===== config.mk =====
export PLATFORM = sky130hd
export DESIGN_NAME = spisfd_queue
export DESIGN_NICKNAME = d
export VERILOG_FILES = /design/src/design/spisfd_pkg.sv /design/src/design/spisfd_queue.sv
export SDC_FILE = /design/constraint.sdc
export NUM_CORES = 1
export LEC_CHECK = 0
export ABC_AREA = 1
export BUFFER_PORTS_ARGS = -buffer_cell sky130_fd_sc_hd__buf_2
export CAP_MARGIN = 20
export CORE_ASPECT_RATIO = 0.5
export CORE_UTILIZATION = 40
export DETAILED_ROUTE_END_ITERATION = 8
export GPL_ROUTABILITY_DRIVEN = 0
export GPL_TIMING_DRIVEN = 0
export SETUP_SLACK_MARGIN = 0.4
export SYNTH_ARGS = -nofsm -noshare
export SYNTH_HDL_FRONTEND = slang
export SYNTH_SLANG_ARGS = --single-unit

===== constraint.sdc =====
create_clock -name clk_i -period 5.09 [get_ports clk_i]
set_clock_uncertainty 0.15 [all_clocks]
set_input_delay 0.509 -clock clk_i [delete_from_list [all_inputs] [get_ports clk_i]]
set_output_delay 0.509 -clock clk_i [all_outputs]
set_load 0.03 [all_outputs]

===== src/design/spisfd_pkg.sv =====
// Shared types and constants for the SPI register slave frame decoder.
package spisfd_pkg;

  localparam int REG_BYTES = 64;
  localparam int TX_BYTES  = 2048;
  localparam int REG_AW    = $clog2(REG_BYTES);
  localparam int TX_AW     = $clog2(TX_BYTES);
  localparam int IDX_W     = (TX_AW > REG_AW) ? TX_AW : REG_AW;
  localparam int CLR_DEPTH = (TX_BYTES > REG_BYTES) ? TX_BYTES : REG_BYTES;

  localparam int QDEPTH = 4;
  localparam int QAW    = $clog2(QDEPTH);

  localparam logic [4:0]  BLK_SOCKET = 5'd1;
  localparam logic [4:0]  BLK_TX     = 5'd2;

  localparam logic [15:0] ADDR_CMD = 16'h0001;
  localparam logic [15:0] ADDR_W1C = 16'h0002;

  localparam logic [REG_AW-1:0] SOCK_IR_IDX = REG_AW'(2);
  localparam logic [REG_AW-1:0] SOCK_SR_IDX = REG_AW'(3);

  localparam logic [7:0] CMD_OPEN = 8'h01;
  localparam logic [7:0] CMD_RECV = 8'h20;
  localparam logic [7:0] SR_INIT  = 8'h22;
  localparam logic [7:0] IR_RECV  = 8'h10;

  typedef enum logic [3:0] {
    PH_ADDR_HI = 4'b0001,
    PH_ADDR_LO = 4'b0010,
    PH_CTRL    = 4'b0100,
    PH_DATA    = 4'b1000
  } phase_e;

  typedef enum logic [1:0] {
    OP_ZERO  = 2'd0,
    OP_READ  = 2'd1,
    OP_WRITE = 2'd2
  } op_kind_e;

  typedef enum logic [1:0] {
    ST_COMMON = 2'd0,
    ST_SOCKET = 2'd1,
    ST_TX     = 2'd2
  } store_e;

  typedef enum logic [2:0] {
    SRC_ZERO   = 3'd0,
    SRC_COMMON = 3'd1,
    SRC_SOCKET = 3'd2,
    SRC_TX     = 3'd3,
    SRC_FLOP   = 3'd4
  } src_e;

  typedef struct packed {
    op_kind_e         kind;
    store_e           store;
    logic [IDX_W-1:0] idx;
    logic             addr_cmd;
    logic             addr_w1c;
    logic [7:0]       data;
  } op_t;

endpackage


===== src/design/spisfd_queue.sv =====
// Small FIFO of classified ops between front and back.
module spisfd_queue import spisfd_pkg::*; (
  input  logic clk_i,
  input  logic rst_ni,
  input  logic push_i,
  input  op_t  data_i,
  output logic full_o,
  input  logic pop_i,
  output logic empty_o,
  output op_t  head_o
);

  op_t            mem_q [QDEPTH];
  logic [QAW-1:0] wr_ptr_q, rd_ptr_q;
  logic [QAW:0]   cnt_q;

  assign full_o  = (cnt_q == (QAW+1)'(QDEPTH));
  assign empty_o = (cnt_q == '0);
  assign head_o  = mem_q[rd_ptr_q];

  always_ff @(posedge clk_i) begin
    if (push_i) begin
      mem_q[wr_ptr_q] <= data_i;
    end
  end

  always_ff @(posedge clk_i or negedge rst_ni) begin
    if (!rst_ni) begin
      wr_ptr_q <= '0;
      rd_ptr_q <= '0;
      cnt_q    <= '0;
    end else begin
      if (push_i) wr_ptr_q <= wr_ptr_q + QAW'(1);
      if (pop_i)  rd_ptr_q <= rd_ptr_q + QAW'(1);
      if (push_i && !pop_i) begin
        cnt_q <= cnt_q + (QAW+1)'(1);
      end else if (pop_i && !push_i) begin
        cnt_q <= cnt_q - (QAW+1)'(1);
      end
    end
  end

  a_no_overflow: assert property (@(posedge clk_i) disable iff (!rst_ni)
    !(push_i && full_o))
    else $error("push into full queue");

  a_no_underflow: assert property (@(posedge clk_i) disable iff (!rst_ni)
    !(pop_i && empty_o))
    else $error("pop from empty queue");

endmodule


; Yosys cells after proc, flatten, opt, wreduce, memory -nomap -nowiden
; Memory sizes are Yosys's and may differ from the RTL's.
; Cells that the tools add are included.
[word_totals]
reg_bits = 7
mem_count = 1
ramBits = 100
out_inout_bits = 27
word_cells = 19
[op_classes]
reduce_logical = 6
n_eq_ne = 1
muxes = 4
addsub = 4
[mem_list]
columns = name, depth, width, read_ports, rd_ports_with_merged_regs, write_ports, line
row1 = mem_q, 4, 25, 1, 0, 1, spisfd_queue.sv:13  ; op_t mem_q [QDEPTH];
[ops]
columns = op, count
row1 = 2-to-1 mux 3 bit, 2
row2 = "adder 2 x 1 -> 2 bit, second input constant", 2
row3 = "adder 3 x 1 -> 3 bit, second input constant", 1
row4 = "== test 3 bit, second input constant", 1
row5 = zero test 3 bit, 1
row6 = "subtractor 3 x 1 -> 3 bit, second input constant", 1
row7 = logical AND 1 bit, 2
row8 = zero test 1 bit, 2
row9 = 2-to-1 mux 1 bit, 2
row10 = nonzero test 2 bit, 1

; Depth between registers and ports, before layout
; Gate-level depths: netlist of the first run.
[depth]
depth_word = 4
mapped_depth = 9

; Worst setup path after synthesis of the first run
; Ideal clock, no wire load.
[synth_timing]
path_kind = input port to flip-flop
start = input push_i
end = memory mem_q[1][0] in the netlist's numbering, enable pin
path_slack_ps = 3264
required_time_ps = 4560
t_arrival_ps = 1296
setup_ps = 380
cell_stages = 3
cell_sequence = clkbuf_1 nand2_1 inv_1
[synth_between]
elab_chain_cells = 2
[synth_lines]
columns = element, line
row1 = "start, declared", spisfd_queue.sv:5  ; input logic push_i,
row2 = 2-to-1 mux 1 bit, spisfd_queue.sv:22  ; if (push_i) begin
row3 = 2-to-1 mux 1 bit (not written as such), spisfd_queue.sv:23  ; mem_q[wr_ptr_q] <= data_i;
row4 = "end, declared", spisfd_queue.sv:13
; No other way between the ends.

==> results by group, run 1 <==
CTS
  • Deepest clock path buffer count: 2
  • Worst-Skew Late Latency: 0.34 ns
  • Post-CTS setup buffer count: 0
  • H-tree depth: 3
  • Clock transition at path regs: 0.07 ns
  • Root Driver: clkbuf_16
  • CTS sink cnt: 107
  • CTS tree: done
  • Num CTS Buffers: 9

Min path
  • Worst Hold Depth: 1
  • Critical hold path startpoint: data_i[6]
  • HP Class: input pin to flip-flop
  • Hold EP: mem_q[0][6]

Timing
  • Final Cycle Share: 46.1%
  • Max Fclk: 426 MHz
  • Worst-Margin Slew: 0.710 ns
  • Max-slew headroom: 52.6%
  • Final Hold Viols: 0
  • RSZ-0062 raised after global routing: no
  • Final setup viols: 0
  • Crit path time final: 2.35 ns
  • Total negative setup slack: 0 ns
  • PnR worst setup slack: 2.74 ns
  • Count of final max-slew check failures: 0

GRT
  • All-layer global routing usage: 16.5%
  • Initial antenna violation count: 1
  • Vias in the first global route: 2597
  • GR Overflow Total: 0
  • Largest net degree at the start of global routing: 18
  • First-pass GRT wire length: 13500 µm

Cells and area
  • Most frequent cells in the layout: 100 x edfxtp_1, 88 x nand2_1, 63 x buf_2
  • Layout cells sized above 1: 21.7%
  • Fillcell total: 904
  • Final std cells w/o fill: 555
  • Design Area, Final: 5250 µm²
  • Synth-to-layout area growth: 20.1%
  • Nets: 445
  • Commonest non-fill, non-tap cell in the layout: edfxtp_1

Run
  • Max-cap viol count: 0

Critical path
  • Worst EP required: 4.43 ns
  • Worst Reg2Reg Path Length in Cells: 5
  • Worst path top cell family by delay: buffers and inverters
  • Crit-path most repeated cell: buf_2
  • Worst reg2reg path endpoint: mem_q[1][20]
  • Buf/Inv on CP: 4
  • FF-to-FF Start: wr_ptr_q[1]
  • Slowest stage cell, crit path: dfrtp_1
  • Critical Path Start: rd_ptr_q[1]
  • CP Max Fanout: 10
  • Worst path arrival time: 1.69 ns
  • CP max stage delay: 0.36 ns
  • CP cell instances: buf_4 -> inv_4 -> buf_2 -> o211ai_1 -> nand2_1 -> buf_2
  • Flop-to-flop setup slack: 3.17 ns
  • Critical Path End Type: output pin
  • Crit path launch type: flip-flop
  • CP Class: flip-flop to output pin

Floorplanning
  • Num rows: 26
  • Die footprint: 11400 µm²
  • Horiz. Die Dim: 150 µm
  • Initial Util: 42.0%
  • Core area: 10400 µm²
  • Die H: 75.9 µm
  • I/O Pins: 56

Logic synthesis
  • Mapped Cells: 339
  • Ranking of synthesized cells by area: edfxtp_1 69%, o211ai_1 8.6%, nand2_1 7.6%
  • Netlist cell types: 18
  • Share of the synthesized area in the top cell type: 68.7%
  • Synthesized area per cell: 12.9 µm²
  • Post-Synthesis Cell Area: 4370 µm²
  • Post-synth top area cell: edfxtp_1
  • Seq/Total Area, Yosys: 72.7%
  • Synthesis warning total: 0
  • #FFs+latches synth: 107
  • Syn_nets: 374

Detailed routing
  • Routed wire per std cell: 15.3 µm
  • Via Count: 2601
  • Remaining DRCs: 0
  • First drt pass iteration count: 4
  • WL final: 8510 µm
  • ANT nets after route: 0
  • 1st-iter DRT viols: 160
  • Routed vias/inst: 4.69

Outcome
  • Status: finished clean

Placed design
  • DP Wirelength: 5540 µm
  • Placed standard-cell area: 4930 µm²
  • Input/output buffers: 55
  • Inst Count DP: 538
  • Pre-CTS WS: 2.88 ns

Power
  • Leak: 0.00219 µW
  • Worst IR drop on VDD: 208 µV
  • PwrDens: 625 nW/µm²
  • Tot Pwr: 3280 µW
[where the power goes]
part | internal (µW) | switching [µW]
combinational | 417 | 942
clock | 425 | 288
sequential | 1160 | 55.6
[worst max path at each step]
stage,to,slack (ns),cells after the start
2_1_floorplan,mem_q[1][0],3.26,3
3_3_place_gp,mem_q[1][17],2.64,4
3_5_place_dp,mem_q[1][17],2.88,5
4_1_cts,head_o[7],2.74,6
5_1_grt,head_o[15],2.63,6
6_report,head_o[7],2.74,6
[cells in the mapped netlist]
cell type / instances
o21ai_1: 1
ha_1: 5
nand3_1: 1
clkbuf_1: 1
inv_4: 1
edfxtp_1: 100
buf_2: 8
nand2_1: 88
inv_1: 61
buf_6: 1
nor3_1: 2
fa_1: 1
xnor2_1: 1
nand4_1: 1
xor2_1: 3
o211ai_1: 50
buf_4: 7
dfrtp_1: 7
[area by class of cell]
class,count,area (µm²),area share [%]
antenna,1,2.50,0.0477
multi-input combinational,153,850,16.2
tap,140,175,3.34
inverter,62,235,4.48
sequential,107,3180,60.5
clock buffer,9,225,4.29
timing repair buffer,60,395,7.53
clock inverter,6,81.3,1.55
buffer,17,108,2.05
[worst reg2reg max path, stage by stage (launching register included)]
cell and delay [ns]:
dfrtp_1 0.40, inv_1 0.11, ha_1 0.15, nand2_1 0.05
inv_1 0.53, buf_16 0.23
[stage by stage]
step	hold WS (ns)	utilization, %
2_1_floorplan	0.0634	-
3_3_place_gp	0.207	46.3
3_5_place_dp	0.210	47.4
4_1_cts	0.221	50.4
5_1_grt	0.219	50.4
6_report	0.228	50.4
[cells by family (layout without fill, tap and decap cells)]
kind of cell | after synthesis | in the layout | share of synthesized area, %
flops | 107 | 107 | 72.7
simple gates | 92 | 92 | 8.04
buf+inv | 79 | 154 | 7.84
compound gates | 51 | 51 | 8.70
fa+ha+maj | 6 | 6 | 1.89
xor+xnor | 4 | 4 | 0.802
other cells | 0 | 1 | 0
[state kept, by name, summed over array words and instances, names as in the netlist]
signal    cells
mem_q       100
cnt_q         3
rd_ptr_q      2
wr_ptr_q      2
[per-layer routing]
| layer | up-vias | GRT usage, % | wire length, µm |
|---|---|---|---|
| met2 | 55 | 25.8 | 3930 |
| met1 | 1234 | 22.2 | 4040 |
| met3 | 6 | 4.28 | 461 |
| li1 | 1306 | - | - |
| met5 | - | 0 | 0 |
| met4 | 0 | 5.76 | 84 |
[timing repair]
item / CTS / global route
resized for setup: 0 / 0
hold endpoints to repair: 7 / 0
hold buffers: 1 / 0
No activity file was read; power rests on OpenSTA's default activity.
==> run 2, diff against run 1 <==
ABC_AREA = 0   (was 1)
clock period = 2.3 ns   (was 5.09 ns; I/O delays follow)
==> run 2 against run 1 <==
Compared with the run above: die area is 7.2% lower; worst hold slack worse by 0.22 ns; combinational power is 120% higher; final cell count is 26% lower; critical path type unchanged; critical endpoint is now head_o[8]; largest cell class unchanged; largest power group unchanged.
==> results by group, run 2 <==
Critical path
  • Crit path launch type: flip-flop (unchanged)
  • Critical Path End Type: output pin (unchanged)
  • Worst EP required: 1.92 ns (was 4.43 ns)
  • Worst path arrival time: 1.70 ns (was 1.69 ns)
  • Flop-to-flop setup slack: 0.54 ns (was 3.17 ns)
  • CP Class: flip-flop to output pin (unchanged)
  • CP Max Fanout: 8 (was 10)

Cells and area
  • Fillcell total: 763 (was 904)
  • Layout cells sized above 1: 42.0% (was 21.7%)
  • Nets: 306 (was 445)
  • Most flop-heavy register: mem_q (unchanged)
  • Largest register FFs: 100 (unchanged)
  • Synth-to-layout area growth: 33.3% (was 20.1%)
  • Biggest regs: mem_q x100, cnt_q x3 (unchanged)
  • Final std cells w/o fill: 411 (was 555)
  • Most frequent cells in the layout: 100 x edfxtp_1, 31 x buf_2, 28 x buf_6 (was 100 x edfxtp_1, 88 x nand2_1, 63 x buf_2)
  • # diodes: 0 (was 1)
  • Commonest non-fill, non-tap cell in the layout: edfxtp_1 (unchanged)

Logic synthesis
  • Most common cell in the netlist: edfxtp_1 (unchanged)
  • Synthesis warning total: 0 (unchanged)
  • Post-synth top area cell: edfxtp_1 (unchanged)
  • #FFs+latches synth: 107 (unchanged)
  • Post-Synthesis Cell Area: 4050 µm² (was 4370 µm²)
  • Top cells by count, synth: 100 x edfxtp_1, 18 x mux4_2, 7 x dfrtp_1, 7 x mux4_1, 5 x ha_1 (was 100 x edfxtp_1, 88 x nand2_1, 61 x inv_1, 50 x o211ai_1, 8 x buf_2)
  • Most used flip-flop cell after synthesis: edfxtp_1 (unchanged)
  • FFs w/ async S/R, synth: 6.54% (unchanged)
  • Post-synth EDFFs: 100 (unchanged)
  • Syn_nets: 200 (was 374)
  • Share of the synthesized area in the top cell type: 74.2% (was 68.7%)
  • Ranking of synthesized cells by area: edfxtp_1 74%, mux4_2 10%, mux4_1 4.5% (was edfxtp_1 69%, o211ai_1 8.6%, nand2_1 7.6%)
  • Netlist cell types: 19 (was 18)
  • Synthesized area per cell: 24.5 µm² (was 12.9 µm²)
  • Mapped Cells: 165 (was 339)
  • Seq/Total Area, Yosys: 78.5% (was 72.7%)

Run
  • Max-cap viol count: 0 (unchanged)

CTS
  • Root Driver: clkbuf_16 (unchanged)
  • Worst-Skew Late Latency: 0.34 ns (about the same)
  • Deepest clock path buffer count: 2 (unchanged)
  • Clock transition at path regs: 0.06 ns (was 0.07 ns)
  • CTS tree: done (unchanged)
  • CTS sink cnt: 107 (unchanged)
  • H-tree depth: 3 (unchanged)
  • Num CTS Buffers: 9 (unchanged)

GRT
  • Met2 Resource Use GR: 24.9% (was 25.8%)
  • Initial antenna violation count: 0 (was 1)
  • Most used routing layer: met2 (unchanged)
  • Largest net degree at the start of global routing: 18 (unchanged)
  • Met3 usage: 4.79% (was 4.28%)
  • GR Overflow Total: 0 (unchanged)
  • Met1 GRT Util: 17.9% (was 22.2%)
  • Vias in the first global route: 2109 (was 2597)
  • First-pass GRT wire length: 10900 µm (was 13500 µm)
  • All-layer global routing usage: 14.7% (was 16.5%)

Power
  • PwrDens: 1320 nW/µm² (was 625 nW/µm²)
  • Worst IR drop on VDD: 562 µV (was 208 µV)
  • Tot Pwr: 7110 µW (was 3280 µW)
  • Leak: 0.00193 µW (was 0.00219 µW)

Placed design
  • Input/output buffers: 55 (unchanged)
  • DP Wirelength: 4490 µm (was 5540 µm)
  • Inst Count DP: 360 (was 538)

Timing
  • Crit path time final: 2.08 ns
  • Total negative setup slack: 0 ns (unchanged)
  • Max Fclk: 482 MHz
  • Worst-Margin Slew: 0.487 ns (was 0.710 ns)
  • Final Hold Viols: 0 (unchanged)
  • Max-slew headroom: 67.5% (was 52.6%)
  • Final setup viols: 0 (unchanged)
  • Final Cycle Share: 90.3%
  • RSZ-0062 raised after global routing: yes (was no)
  • Count of final max-slew check failures: 0 (unchanged)
  • Worst hold margin: 0.00922 ns (was 0.228 ns)

Detailed routing
  • 1st-iter DRT viols: 105 (was 160)
  • Via Count: 1916 (was 2601)
  • ANT nets after route: 0 (unchanged)
  • First drt pass iteration count: 4 (unchanged)
  • Routed wire per std cell: 16.6 µm (was 15.3 µm)
  • WL final: 6800 µm (was 8510 µm)
  • Routed vias/inst: 4.66 (was 4.69)
  • Remaining DRCs: 0 (unchanged)

Min path
  • HP Class: input pin to flip-flop (unchanged)

Floorplanning
  • Die H: 73.1 µm (was 75.9 µm)
  • Horiz. Die Dim: 144 µm (was 150 µm)
  • Initial Util: 42.0% (about the same)
  • Die footprint: 10600 µm² (was 11400 µm²)
  • Core area: 9630 µm² (was 10400 µm²)
  • I/O Pins: 56 (unchanged)
  • Num rows: 25 (was 26)

Outcome
  • Status: finished clean (unchanged)
run 2: changes by cell type in the layout (fill, tap and decap cells not counted), moves of 3 or more:
| cell | previous run | this run |
|---|---|---|
| nand2_1 | 88 | 2 |
| inv_1 | 61 | 4 |
| buf_12 | 0 | 4 |
| buf_2 | 63 | 31 |
| and2_2 | 0 | 3 |
| dlygate4sd3_1 | 1 | 27 |
| buf_6 | 1 | 28 |
| mux4_2 | 0 | 25 |
| o211ai_1 | 50 | 0 |
run 2: per-layer routing:
layer,vias up,wire length [µm]
met3,11,314
li1,894,-
met1,970,2900
met2,41,3490
met4,0,98
met5,-,0
run 2: repair_timing:
item | CTS | global route
setup buffers | 6 | 0
gates cloned | 1 | 1
hold buffers | 27 | 0
endpoints found under the hold margin | 108 | 0
resized for setup | 54 | 13
endpoints found under the setup margin | 54 | 42
run 2: cells by family after synthesis:
logic type / synth area share [%]
adder cells (fa/ha/maj): 2.04
AO/OA/AOI/OAI: 0.123
multiplexers: 14.8
XOR/XNOR: 1.30
flip-flops: 78.5
AND/OR/NAND/NOR: 1.21
buffers and inverters: 2.01
run 2: final cells by class:
type,count,area [µm²],share of cell area (%)
plain buffers,6,87.6,1.62
clock buffers,10,229,4.24
multi-input cells,48,767,14.2
repair buffers,95,908,16.8
inverters,4,15.0,0.278
flip-flops and latches,107,3180,58.9
clock inverters,6,41.3,0.765
well taps,135,169,3.13
run 2: worst paths after layout:
check / startpoint / to / cells past startpoint
max reg2reg: wr_ptr_q[1] / mem_q[1][16] / 5
min reg2reg: cnt_q[2] / cnt_q[2] / 1
max in group asynchronous: rst_ni / rd_ptr_q[1] / 2
max: rd_ptr_q[0] / head_o[8] / 4
min in group asynchronous: rst_ni / cnt_q[2] / 2
min: push_i / wr_ptr_q[0] / 2
run 2: metrics by stage:
step	area, µm²	util, %	setup WS [ns]
2_1_floorplan	4050	-	0.513
3_3_place_gp	4490	46.6	0.0200
3_5_place_dp	4590	47.6	0.231
4_1_cts	5320	55.2	0.181
5_1_grt	5400	56.0	0.165
6_report	5400	56.0	0.224
run 2: critical path: stages, from the launching register on:
cell and delay [ns]:
dfrtp_1 0.37, buf_12 0.16, buf_12 0.13, mux4_2 0.53, buf_6 0.16
run 2: where the power goes:
| group | switching (µW) | internal [µW] | leakage [µW] |
|---|---|---|---|
| combinational | 1520 | 1530 | 0.000804 |
| sequential | 125 | 2560 | 0.00100 |
| clock | 639 | 734 | 0.000128 |
| total | 2290 | 4820 | 0.00193 |
