`src/design/spisfd_pkg.sv`:
```
// Shared types and constants for the SPI register slave frame decoder.
package spisfd_pkg;

  localparam int REG_BYTES = 64;
  localparam int TX_BYTES  = 2048;
  localparam int REG_AW    = $clog2(REG_BYTES);
  localparam int TX_AW     = $clog2(TX_BYTES);
  localparam int IDX_W     = (TX_AW > REG_AW) ? TX_AW : REG_AW;
  localparam int CLR_DEPTH = (TX_BYTES > REG_BYTES) ? TX_BYTES : REG_BYTES;

  localparam int QDEPTH = 4;
  localparam int QAW    = $clog2(QDEPTH);

  localparam logic [4:0]  BLK_SOCKET = 5'd1;
  localparam logic [4:0]  BLK_TX     = 5'd2;

  localparam logic [15:0] ADDR_CMD = 16'h0001;
  localparam logic [15:0] ADDR_W1C = 16'h0002;

  localparam logic [REG_AW-1:0] SOCK_IR_IDX = REG_AW'(2);
  localparam logic [REG_AW-1:0] SOCK_SR_IDX = REG_AW'(3);

  localparam logic [7:0] CMD_OPEN = 8'h01;
  localparam logic [7:0] CMD_RECV = 8'h20;
  localparam logic [7:0] SR_INIT  = 8'h22;
  localparam logic [7:0] IR_RECV  = 8'h10;

  typedef enum logic [3:0] {
    PH_ADDR_HI = 4'b0001,
    PH_ADDR_LO = 4'b0010,
    PH_CTRL    = 4'b0100,
    PH_DATA    = 4'b1000
  } phase_e;

  typedef enum logic [1:0] {
    OP_ZERO  = 2'd0,
    OP_READ  = 2'd1,
    OP_WRITE = 2'd2
  } op_kind_e;

  typedef enum logic [1:0] {
    ST_COMMON = 2'd0,
    ST_SOCKET = 2'd1,
    ST_TX     = 2'd2
  } store_e;

  typedef enum logic [2:0] {
    SRC_ZERO   = 3'd0,
    SRC_COMMON = 3'd1,
    SRC_SOCKET = 3'd2,
    SRC_TX     = 3'd3,
    SRC_FLOP   = 3'd4
  } src_e;

  typedef struct packed {
    op_kind_e         kind;
    store_e           store;
    logic [IDX_W-1:0] idx;
    logic             addr_cmd;
    logic             addr_w1c;
    logic [7:0]       data;
  } op_t;

endpackage

```
`src/design/spisfd_front.sv`:
```
// Front end: frame phase tracking, header capture and data op classification.
module spisfd_front import spisfd_pkg::*; (
  input  logic       clk_i,
  input  logic       rst_ni,
  input  logic       in_valid_i,
  output logic       in_stall_o,
  input  logic       mode_i,
  input  logic [7:0] tx_byte_i,
  input  logic       clr_busy_i,
  input  logic       q_full_i,
  output logic       push_o,
  output op_t        op_o
);

  phase_e      phase_q, phase_d;
  logic [15:0] addr_q, addr_d;
  logic [4:0]  blk_q, blk_d;
  logic        wr_q, wr_d;
  logic        accept;

  assign in_stall_o = clr_busy_i | q_full_i;
  assign accept     = in_valid_i & ~in_stall_o;
  assign push_o     = accept & mode_i;

  always_comb begin
    phase_d     = phase_q;
    addr_d      = addr_q;
    blk_d       = blk_q;
    wr_d        = wr_q;
    op_o.kind   = OP_ZERO;
    op_o.store  = ST_COMMON;
    op_o.idx    = IDX_W'(addr_q[REG_AW-1:0]);
    op_o.addr_cmd = (addr_q == ADDR_CMD);
    op_o.addr_w1c = (addr_q == ADDR_W1C);
    op_o.data   = tx_byte_i;

    if (blk_q == BLK_TX) begin
      op_o.store = ST_TX;
      op_o.idx   = IDX_W'(addr_q[TX_AW-1:0]);
    end else if (blk_q == BLK_SOCKET) begin
      op_o.store = ST_SOCKET;
    end

    case (phase_q)
      PH_ADDR_HI: begin
        addr_d  = {tx_byte_i, 8'h00};
        phase_d = PH_ADDR_LO;
      end
      PH_ADDR_LO: begin
        addr_d  = addr_q | {8'h00, tx_byte_i};
        phase_d = PH_CTRL;
      end
      PH_CTRL: begin
        blk_d   = tx_byte_i[7:3];
        wr_d    = tx_byte_i[2];
        phase_d = PH_DATA;
      end
      PH_DATA: begin
        op_o.kind = wr_q ? OP_WRITE : OP_READ;
        addr_d    = addr_q + 16'd1;
      end
      default: begin
        phase_d = PH_ADDR_HI;
      end
    endcase

    // frame start only rewinds the header phase
    if (!mode_i) begin
      phase_d = PH_ADDR_HI;
      addr_d  = addr_q;
      blk_d   = blk_q;
      wr_d    = wr_q;
    end
  end

  always_ff @(posedge clk_i or negedge rst_ni) begin
    if (!rst_ni) begin
      phase_q <= PH_ADDR_HI;
      addr_q  <= 16'h0000;
      blk_q   <= 5'd0;
      wr_q    <= 1'b0;
    end else if (accept) begin
      phase_q <= phase_d;
      addr_q  <= addr_d;
      blk_q   <= blk_d;
      wr_q    <= wr_d;
    end
  end

  a_frame_rewinds: assert property (@(posedge clk_i) disable iff (!rst_ni)
    (accept && !mode_i) |=> (phase_q == PH_ADDR_HI))
    else $error("phase not rewound after frame start");

endmodule

```
`config.mk`:
```
export PLATFORM = sky130hd
export DESIGN_NAME = spisfd_front
export DESIGN_NICKNAME = d
export VERILOG_FILES = /design/src/design/spisfd_pkg.sv /design/src/design/spisfd_front.sv
export SDC_FILE = /design/constraint.sdc
export NUM_CORES = 1
export LEC_CHECK = 0
export ABC_AREA = 1
export BUFFER_PORTS_ARGS = -buffer_cell sky130_fd_sc_hd__buf_2
export CAP_MARGIN = 25
export CORE_ASPECT_RATIO = 1.4
export CORE_MARGIN = 2
export CORE_UTILIZATION = 55
export DETAILED_ROUTE_END_ITERATION = 10
export PLACE_DENSITY_LB_ADDON = 0.2
export SLEW_MARGIN = 10
export SYNTH_ARGS = -nofsm -noshare
export SYNTH_HDL_FRONTEND = slang
export SYNTH_SLANG_ARGS = --single-unit
```
`constraint.sdc`:
```
create_clock -name clk_i -period 1.54 [get_ports clk_i]
set_input_delay 0.154 -clock clk_i [delete_from_list [all_inputs] [get_ports clk_i]]
set_output_delay 0.154 -clock clk_i [all_outputs]
set_load 0.05 [all_outputs]
```
; After elaboration in Yosys (flattened, before gate mapping)
; Cells that the tools add are included.
[word_totals]
output_inout_bits = 27
in_bits = 14
register_bits = 26
elab_cells = 31
[op_classes]
n_eq_ne = 9
n_mux = 8
n_addsub = 1
bitwise_logic = 5
reduce_logical = 4
[op_table]
columns = op, count
row1 = one-hot mux 16 bit (3 select lines), 1
row2 = adder 16 x 1 -> 16 bit (second input constant), 1
row3 = == test 16 x 1 -> 1 bit (second input constant), 1
row4 = == test 16 x 2 -> 1 bit (second input constant), 1
row5 = bitwise OR 16 x 8 -> 16 bit, 1
row6 = one-hot mux 4 bit (4 select lines), 1
row7 = two-way mux 11 bit, 1
row8 = two-way mux 2 bit, 3
row9 = AND reduction 3 bit, 2
row10 = == test 5 x 1 -> 1 bit (second input constant), 1
row11 = == test 5 x 2 -> 1 bit (second input constant), 1
row12 = == test 4 x 1 -> 1 bit (second input constant), 1
row13 = == test 4 x 2 -> 1 bit (second input constant), 1
row14 = == test 4 x 3 -> 1 bit (second input constant), 1
row15 = == test 4 bit (second input constant), 1
row16 = two-way mux 4 bit, 1
row17 = nonzero test 3 bit, 1
row18 = AND 1 bit, 2
row19 = inequality test 2 bit (second input constant), 1
row20 = AND reduction 2 bit, 1
row21 = two-way mux 1 bit, 1
row22 = inverter 1 bit, 1
row23 = bitwise OR 1 bit, 1

; Depth between registers and ports, before layout
; Gate-level depths: netlist (run 1).
[logic_depth]
depth_word = 4
mapped_depth = 9
mapped_depth_nobuf = 9

; Worst setup path before layout (run 1)
; No wires, ideal clock.
[synth_path]
path_type = register to output
start = register blk_q[3]
end = output op_o[16] (netlist bit)
slack_ps = -1705
n_path_buf = 0
stages_incl_launch_ff = 6
t_required_ps = 1386
arrival_time_ps = 3091
cell_sequence = dfrtp_1 -> nor2_1 -> inv_1 -> nor4_1 -> inv_1 -> nor2_1
[synth_rtl]
columns = item, line_no
row1 = "start, declared", spisfd_front.sv:17  ; logic [4:0] blk_q, blk_d;
row2 = "start signal, assigned", spisfd_front.sv:85  ; blk_q <= blk_d;
row3 = "end, declared", spisfd_front.sv:12  ; output op_t op_o

==> impl_metrics.env, run 1 <==
export IMPL_worstPathRequired_ns=1.39
export IMPL_p_leak_nw=1.36
export IMPL_criticalPathCategory="register to output pin"
export IMPL_cts_root_buf="clkbuf_8"
export IMPL_cts_tree="done"
export IMPL_power_switching_mw=1.74
export IMPL_clock_power_share_pct=12.1
export IMPL_viasPerCell=5.74
export IMPL_switching_share_pct=47.1
export IMPL_fin_crit_sh_pct=113
export IMPL_num_vias=2267
export IMPL_cp_cell_sequence="nor2_2, inv_2, nor4_4, bufinv_8, nor2_4, buf_8"
export IMPL_cts_sinks=26
export IMPL_synth_cells=288
export IMPL_setup_ws_ns=-0.207
export IMPL_synth_xor_area_share_pct=0.447
export IMPL_synth_seq_cells=26
export IMPL_drv_slew=0
export IMPL_grt_pass1_vias=1988
export IMPL_dr_pass1_iters=5
export IMPL_async_flop_share_pct=100
export IMPL_start_kind="register"
export IMPL_h_tree_depth=1
export IMPL_syn_area_sq_mm=0.00196
export IMPL_ys_seq_area_share_pct=33.3
export IMPL_synth_compound_area_share_pct=12.1
export IMPL_power_total_mw=3.70
export IMPL_path_max_fanout=5
export IMPL_slew_headroom_pct=58.7
export IMPL_grtUsageTotal_pct=29.4
export IMPL_cts_buffers=3
export IMPL_syn_area_per_cell_sq_um=6.80
export IMPL_seq_area_sq_um=653
export IMPL_diodes=0
export IMPL_synth_ff_type="dfrtp_1"
export IMPL_ir_drop_uv=1130
export IMPL_synth_area_mux_share_pct=0
export IMPL_insertion_delay_ns=0.28
export IMPL_synth_edf_count=0
export IMPL_grt_max_degree=27
export IMPL_final_setup_skew_ns=0.00607
export IMPL_finalCriticalPeriod_ns=1.75
export IMPL_drive_gt1_share_pct=40.3
export IMPL_synth_simple_area_share_pct=36.6
export IMPL_clk_pin_slew_ns=0.09
export IMPL_first_iter_violations=150
export IMPL_detail_route_antenna_nets=0
export IMPL_antenna_found_initial=0
export IMPL_setup_violations=16
export IMPL_synth_top_family_by_area="simple AND/OR/NAND/NOR gates"
export IMPL_initial_core_util_pct=58.0
export IMPL_synth_nets=305
export IMPL_hold_class="input port to register"
export IMPL_drc=0
export IMPL_place_hpwl_um=3940
export IMPL_whs_ns=0.161
export IMPL_die_x_um=54.4
export IMPL_max_cap_viol_count=0
export IMPL_clk_path_buf_depth=2
export IMPL_tightestPinTransition_ns=0.619
export IMPL_fp_row_count=25
export IMPL_slowest_delay_ns=0.41
export IMPL_hold_violations=0
export IMPL_multi_input_area_sq_mm=0.00122
export IMPL_overflow=0
export IMPL_p_int_mw=1.96
export IMPL_fill_cells=209
export IMPL_pre_cts_slack_ns=-0.0173
export IMPL_arrival_ns=1.59
export IMPL_drt_wl_total_um=6290
export IMPL_post_drt_wl_per_cell_um=15.9
export IMPL_postLayoutCoreUtil_pct=81.6
export IMPL_worstSetupEndpointType="output pin"
export IMPL_status="complete, but fails checks"
export IMPL_violations="setup timing"
export IMPL_synth_warnings=0
export IMPL_rsz0062_at_grt="true"
export IMPL_finalNetCount=373
export IMPL_area_delta_synth_final_pct=40.8
export IMPL_synthAdderAreaFrac_pct=1.92
export IMPL_port_buffers=40
export IMPL_seqPwrFrac_pct=29.8
export IMPL_ios=41
export IMPL_slowest_stage="dfrtp_1"
export IMPL_fin_setup_tns_ns=-1.57
export IMPL_grt_pass1_wl_um=8690
export IMPL_place_congestion=0.887
export IMPL_p_per_area_mw_per_mm2=1340
export IMPL_synth_cell_type_count=28
export IMPL_combinationalPowerShare_pct=58.1
export IMPL_core_sq_mm=0.00338
export IMPL_die_h_um=74.6
export IMPL_dieArea_sq_mm=0.00406
export IMPL_fmax_mhz=572
-- power groups by stage --
stage | sequential, mW | clock, mW | combinational [mW]
3_5_place_dp | 1.09 | 0 | 1.77
3_3_place_gp | 1.08 | 0 | 1.74
2_1_floorplan | 1.17 | 0 | 1.17
4_1_cts | 1.08 | 0.452 | 1.86
5_1_grt | 1.13 | 0.479 | 2.30
6_report | 1.10 | 0.447 | 2.15
-- synthesized netlist by cell type, types with 2 or more instances --
master     n  share of area, %
nor3b_1    2              0.77
nand3_2    3               1.5
ha_1       3               1.9
o21ai_1    6               1.5
nand2_1   65                12
o21ai_0   20               5.1
nor4_1     4               1.3
buf_4     14               5.4
inv_1     40               7.7
nand3_1   20               5.1
nand2_2    3              0.96
buf_6      3               1.7
dfrtp_1   25                32
nor2_2     4               1.3
nor2_1    47               9.0
o21bai_1   3               1.2
nand4_1    6               1.9
inv_2      3              0.58
a21oi_2    6               2.7
o22ai_1    3              0.96
-- registers in the layout, indices dropped and copies added (netlist names) --
name     count
addr_q      16
wr_q         1
phase_q      4
blk_q        5
-- worst max-delay path, delay by kind of cell, from the launching register on --
| kind | cells | cell delay (ns) |
|---|---|---|
| flops | 1 | 0.41 |
| simple gates | 3 | 0.44 |
| buf+inv | 3 | 0.48 |
-- path summary, 6_finish.rpt --
check,start,to,slack (ns),depth (start not counted)
worst max-delay path,blk_q[2],op_o[19],-0.21,6
worst min-delay path,mode_i,phase_q[0],0.16,4
worst max register to register,phase_q[0],addr_q[8],-0.06,8
worst min register to register,blk_q[1],blk_q[1],0.50,2
max in group asynchronous,rst_ni,addr_q[3],0.69,2
min in group asynchronous,rst_ni,phase_q[2],0.42,2
-- routing by layer --
layer	GRT usage, %	part of all wire, %
met1	36.6	34
met2	48.9	52
met3	3.01	7.9
met4	16.4	5.8
met5	0	0
-- per-stage QoR --
stage,instance area (sq um),instances
6_report,2760,395
3_5_place_dp,2310,371
5_1_grt,2760,395
3_3_place_gp,2310,371
4_1_cts,2500,380
2_1_floorplan,2050,288
-- repair_timing --
item / in CTS / in global routing
pin swaps: 4 / 9
gates cloned: 0 / 4
endpoints found under the hold margin: 25 / 0
setup endpoints to repair: 10 / 24
buffers inserted: 5 / 11
hold buffers: 1 / 0
gates resized for setup: 25 / 49
-- cell families after synthesis --
logic type               Yosys count
AO/OA/AOI/OAI                     40
XOR/XNOR                           1
adder cells (fa/ha/maj)            3
buffers and inverters             61
flip-flops                        26
AND/OR/NAND/NOR                  157
-- layout make-up --
class / instances / area share, %
inverters: 44 / 7.04
well taps: 40 / 1.82
multi-input cells: 203 / 44.2
repair buffers: 76 / 20.8
repair inverters: 2 / 0.499
flip-flops and latches: 26 / 23.7
clock buffers: 4 / 2.00
-- placed cells by master, fill, tap and decap left out, types with 2 or more instances in the layout --
master / instances
nand2_1: 63
inv_1: 32
buf_4: 31
buf_2: 30
nor2_1: 27
dfrtp_1: 24
nand3_1: 20
o21ai_0: 17
nor2_2: 13
nor2_4: 11
o21ai_1: 9
buf_6: 8
inv_2: 7
nand4_1: 6
a21oi_2: 6
buf_8: 6
nand3_4: 4
inv_4: 4
nand2_2: 4
clkbuf_8: 4
o21bai_1: 3
ha_1: 3
nor4_1: 2
nor3b_4: 2
nand2_4: 2
o22ai_1: 2
Power figures use the tool's default switching activity.
==> run 2: changes to the inputs <==
==> constraint.sdc (replaced) <==
create_clock -name clk_i -period 1.9 [get_ports clk_i]
set_input_delay 0.19 -clock clk_i [delete_from_list [all_inputs] [get_ports clk_i]]
set_output_delay 0.19 -clock clk_i [all_outputs]
set_load 0.05 [all_outputs]
==> impl_metrics.env, run 2 (synthesis gave the netlist of run 1 again) <==
export IMPL_start_kind="register"
export IMPL_die_x_um=54.4
export IMPL_die_h_um=74.6
export IMPL_cts_sinks=26
export IMPL_grtUsageTotal_pct=24.8
export IMPL_insertion_delay_ns=0.27
export IMPL_criticalPathCategory="register to output pin"
export IMPL_drv_slew=0
export IMPL_diodes=0
export IMPL_fin_crit_sh_pct=95.9
export IMPL_ios=41
export IMPL_finalNetCount=335
export IMPL_grt_pass1_vias=1791
export IMPL_tightestPinTransition_ns=0.597
export IMPL_grt_max_degree=27
export IMPL_layout_common_cells="65 x nand2_1, 42 x nor2_1, 39 x inv_1"
export IMPL_worst_hold_path_endpoint="blk_q[1]"
export IMPL_place_congestion=0.914
export IMPL_clk_pin_slew_ns=0.09
export IMPL_p_leak_nw=1.12
export IMPL_place_hpwl_um=3540
export IMPL_setup_violations=0
export IMPL_max_cap_viol_count=0
export IMPL_fmax_mhz=549
export IMPL_drive_gt1_share_pct=25.2
export IMPL_viasPerCell=5.36
export IMPL_seqPwrFrac_pct=42.7
export IMPL_port_buffers=40
export IMPL_first_iter_violations=82
export IMPL_post_drt_wl_per_cell_um=12.8
export IMPL_arrival_ns=1.63
export IMPL_r2r_start="addr_q[0]"
export IMPL_clock_power_share_pct=14.8
export IMPL_dieArea_sq_mm=0.00406
export IMPL_whs_ns=0.192
export IMPL_cts_buffers=3
export IMPL_final_common_cell="nand2_1"
export IMPL_grt_pass1_wl_um=7450
export IMPL_dr_pass1_iters=4
export IMPL_initial_core_util_pct=58.0
export IMPL_rr_worst_depth=8
export IMPL_detail_route_antenna_nets=0
export IMPL_largest_registers="addr_q x16, blk_q x5, phase_q x4"
export IMPL_largest_register="addr_q"
export IMPL_num_vias=1915
export IMPL_path_max_fanout=6
export IMPL_worstPathRequired_ns=1.71
export IMPL_core_sq_mm=0.00338
export IMPL_clk_path_buf_depth=2
export IMPL_slew_headroom_pct=60.2
export IMPL_hold_violations=0
export IMPL_postLayoutCoreUtil_pct=65.9
export IMPL_finalCriticalPeriod_ns=1.82
export IMPL_p_int_mw=1.25
export IMPL_overflow=0
export IMPL_reg2reg_to="addr_q[10]"
export IMPL_combinationalPowerShare_pct=42.5
export IMPL_fp_row_count=25
export IMPL_hold_path_cell_count=3
export IMPL_min_delay_start="tx_byte_i[4]"
export IMPL_power_switching_mw=1.19
export IMPL_cts_root_buf="clkbuf_8"
export IMPL_hold_class="input port to register"
export IMPL_largest_reg_flops=16
export IMPL_ir_drop_uv=803
export IMPL_antenna_found_initial=0
export IMPL_worstSetupEndpointType="output pin"
export IMPL_p_per_area_mw_per_mm2=1100
export IMPL_final_setup_skew_ns=0.00199
export IMPL_cts_tree="done"
export IMPL_area_delta_synth_final_pct=13.6
export IMPL_switching_share_pct=48.8
export IMPL_h_tree_depth=1
export IMPL_rrSetupSlack_ns=0.30
export IMPL_status="complete, no violations"
export IMPL_drc=0
export IMPL_drt_wl_total_um=4570
## run 2: cell count changes in the layout (fill, tap and decap cells not counted), sizes merged
cell | before | now
nand2 | 70 | 69
clkbuf | 4 | 7
bufinv | 1 | 0
nand3 | 25 | 24
clkinvlp | 1 | 0
buf | 75 | 38
## run 2: power groups by stage
stage / Combinational, mW / Clock [mW] / Sequential, mW
3_3_place_gp: 1.01 / 0 / 1.02
4_1_cts: 1.03 / 0.370 / 1.01
6_report: 1.04 / 0.360 / 1.04
2_1_floorplan: 0.914 / 0 / 0.949
5_1_grt: 1.16 / 0.383 / 1.08
3_5_place_dp: 1.02 / 0 / 1.02
## run 2: worst max path at each step
stage,startpoint,to,slack (ns),cells past startpoint
after detailed placement,blk_q[3],op_o[17],0.31,6
after global routing,addr_q[12],op_o[9],-0.01,4
after CTS,blk_q[3],op_o[17],0.002,6
final,addr_q[8],op_o[8],0.08,4
after floorplan,addr_q[4],op_o[8],-0.25,3
after global placement,blk_q[3],op_o[17],0.35,6
## run 2: per-layer routing
metal,vias to the layer above,routed length [um],track usage [%]
met5,-,0,0
met4,0,116,12.2
met3,15,278,2.21
met2,69,2310,43.1
met1,871,1860,29.6
li1,960,-,-
## run 2: critical path, cell delays in order (launching register included)
cell     delay, ns
dfrtp_1       0.47
nor4_2        0.30
nand2_1       0.14
nor3b_1       0.23
buf_4         0.23
## run 2: final cells by class
class | instances | area [sq um]
clock buffer | 4 | 55.1
fill | 316 | 1150
inverter | 44 | 170
multi-input combinational | 201 | 1070
sequential | 26 | 653
tap | 40 | 50.0
timing repair buffer | 42 | 230
## run 2: repair_timing
item | CTS | global route
resized for setup | 0 | 12
buffers inserted | 0 | 0
hold buffers | 1 | 0
setup endpoints to repair | 0 | 7
hold endpoints to repair | 25 | 0
## run 2: stage by stage
step | instances | setup WS, ns | TNS (ns) | instance area, sq um | total power [mW]
after floorplan | 288 | -0.247 | -0.975 | 2010 | 1.86
after global placement | 352 | 0.349 | 0 | 2120 | 2.03
after detailed placement | 352 | 0.310 | 0 | 2120 | 2.04
after CTS | 357 | 0.00235 | 0 | 2190 | 2.41
after global routing | 357 | -0.0130 | -0.0141 | 2220 | 2.62
final | 357 | 0.0784 | 0 | 2220 | 2.44
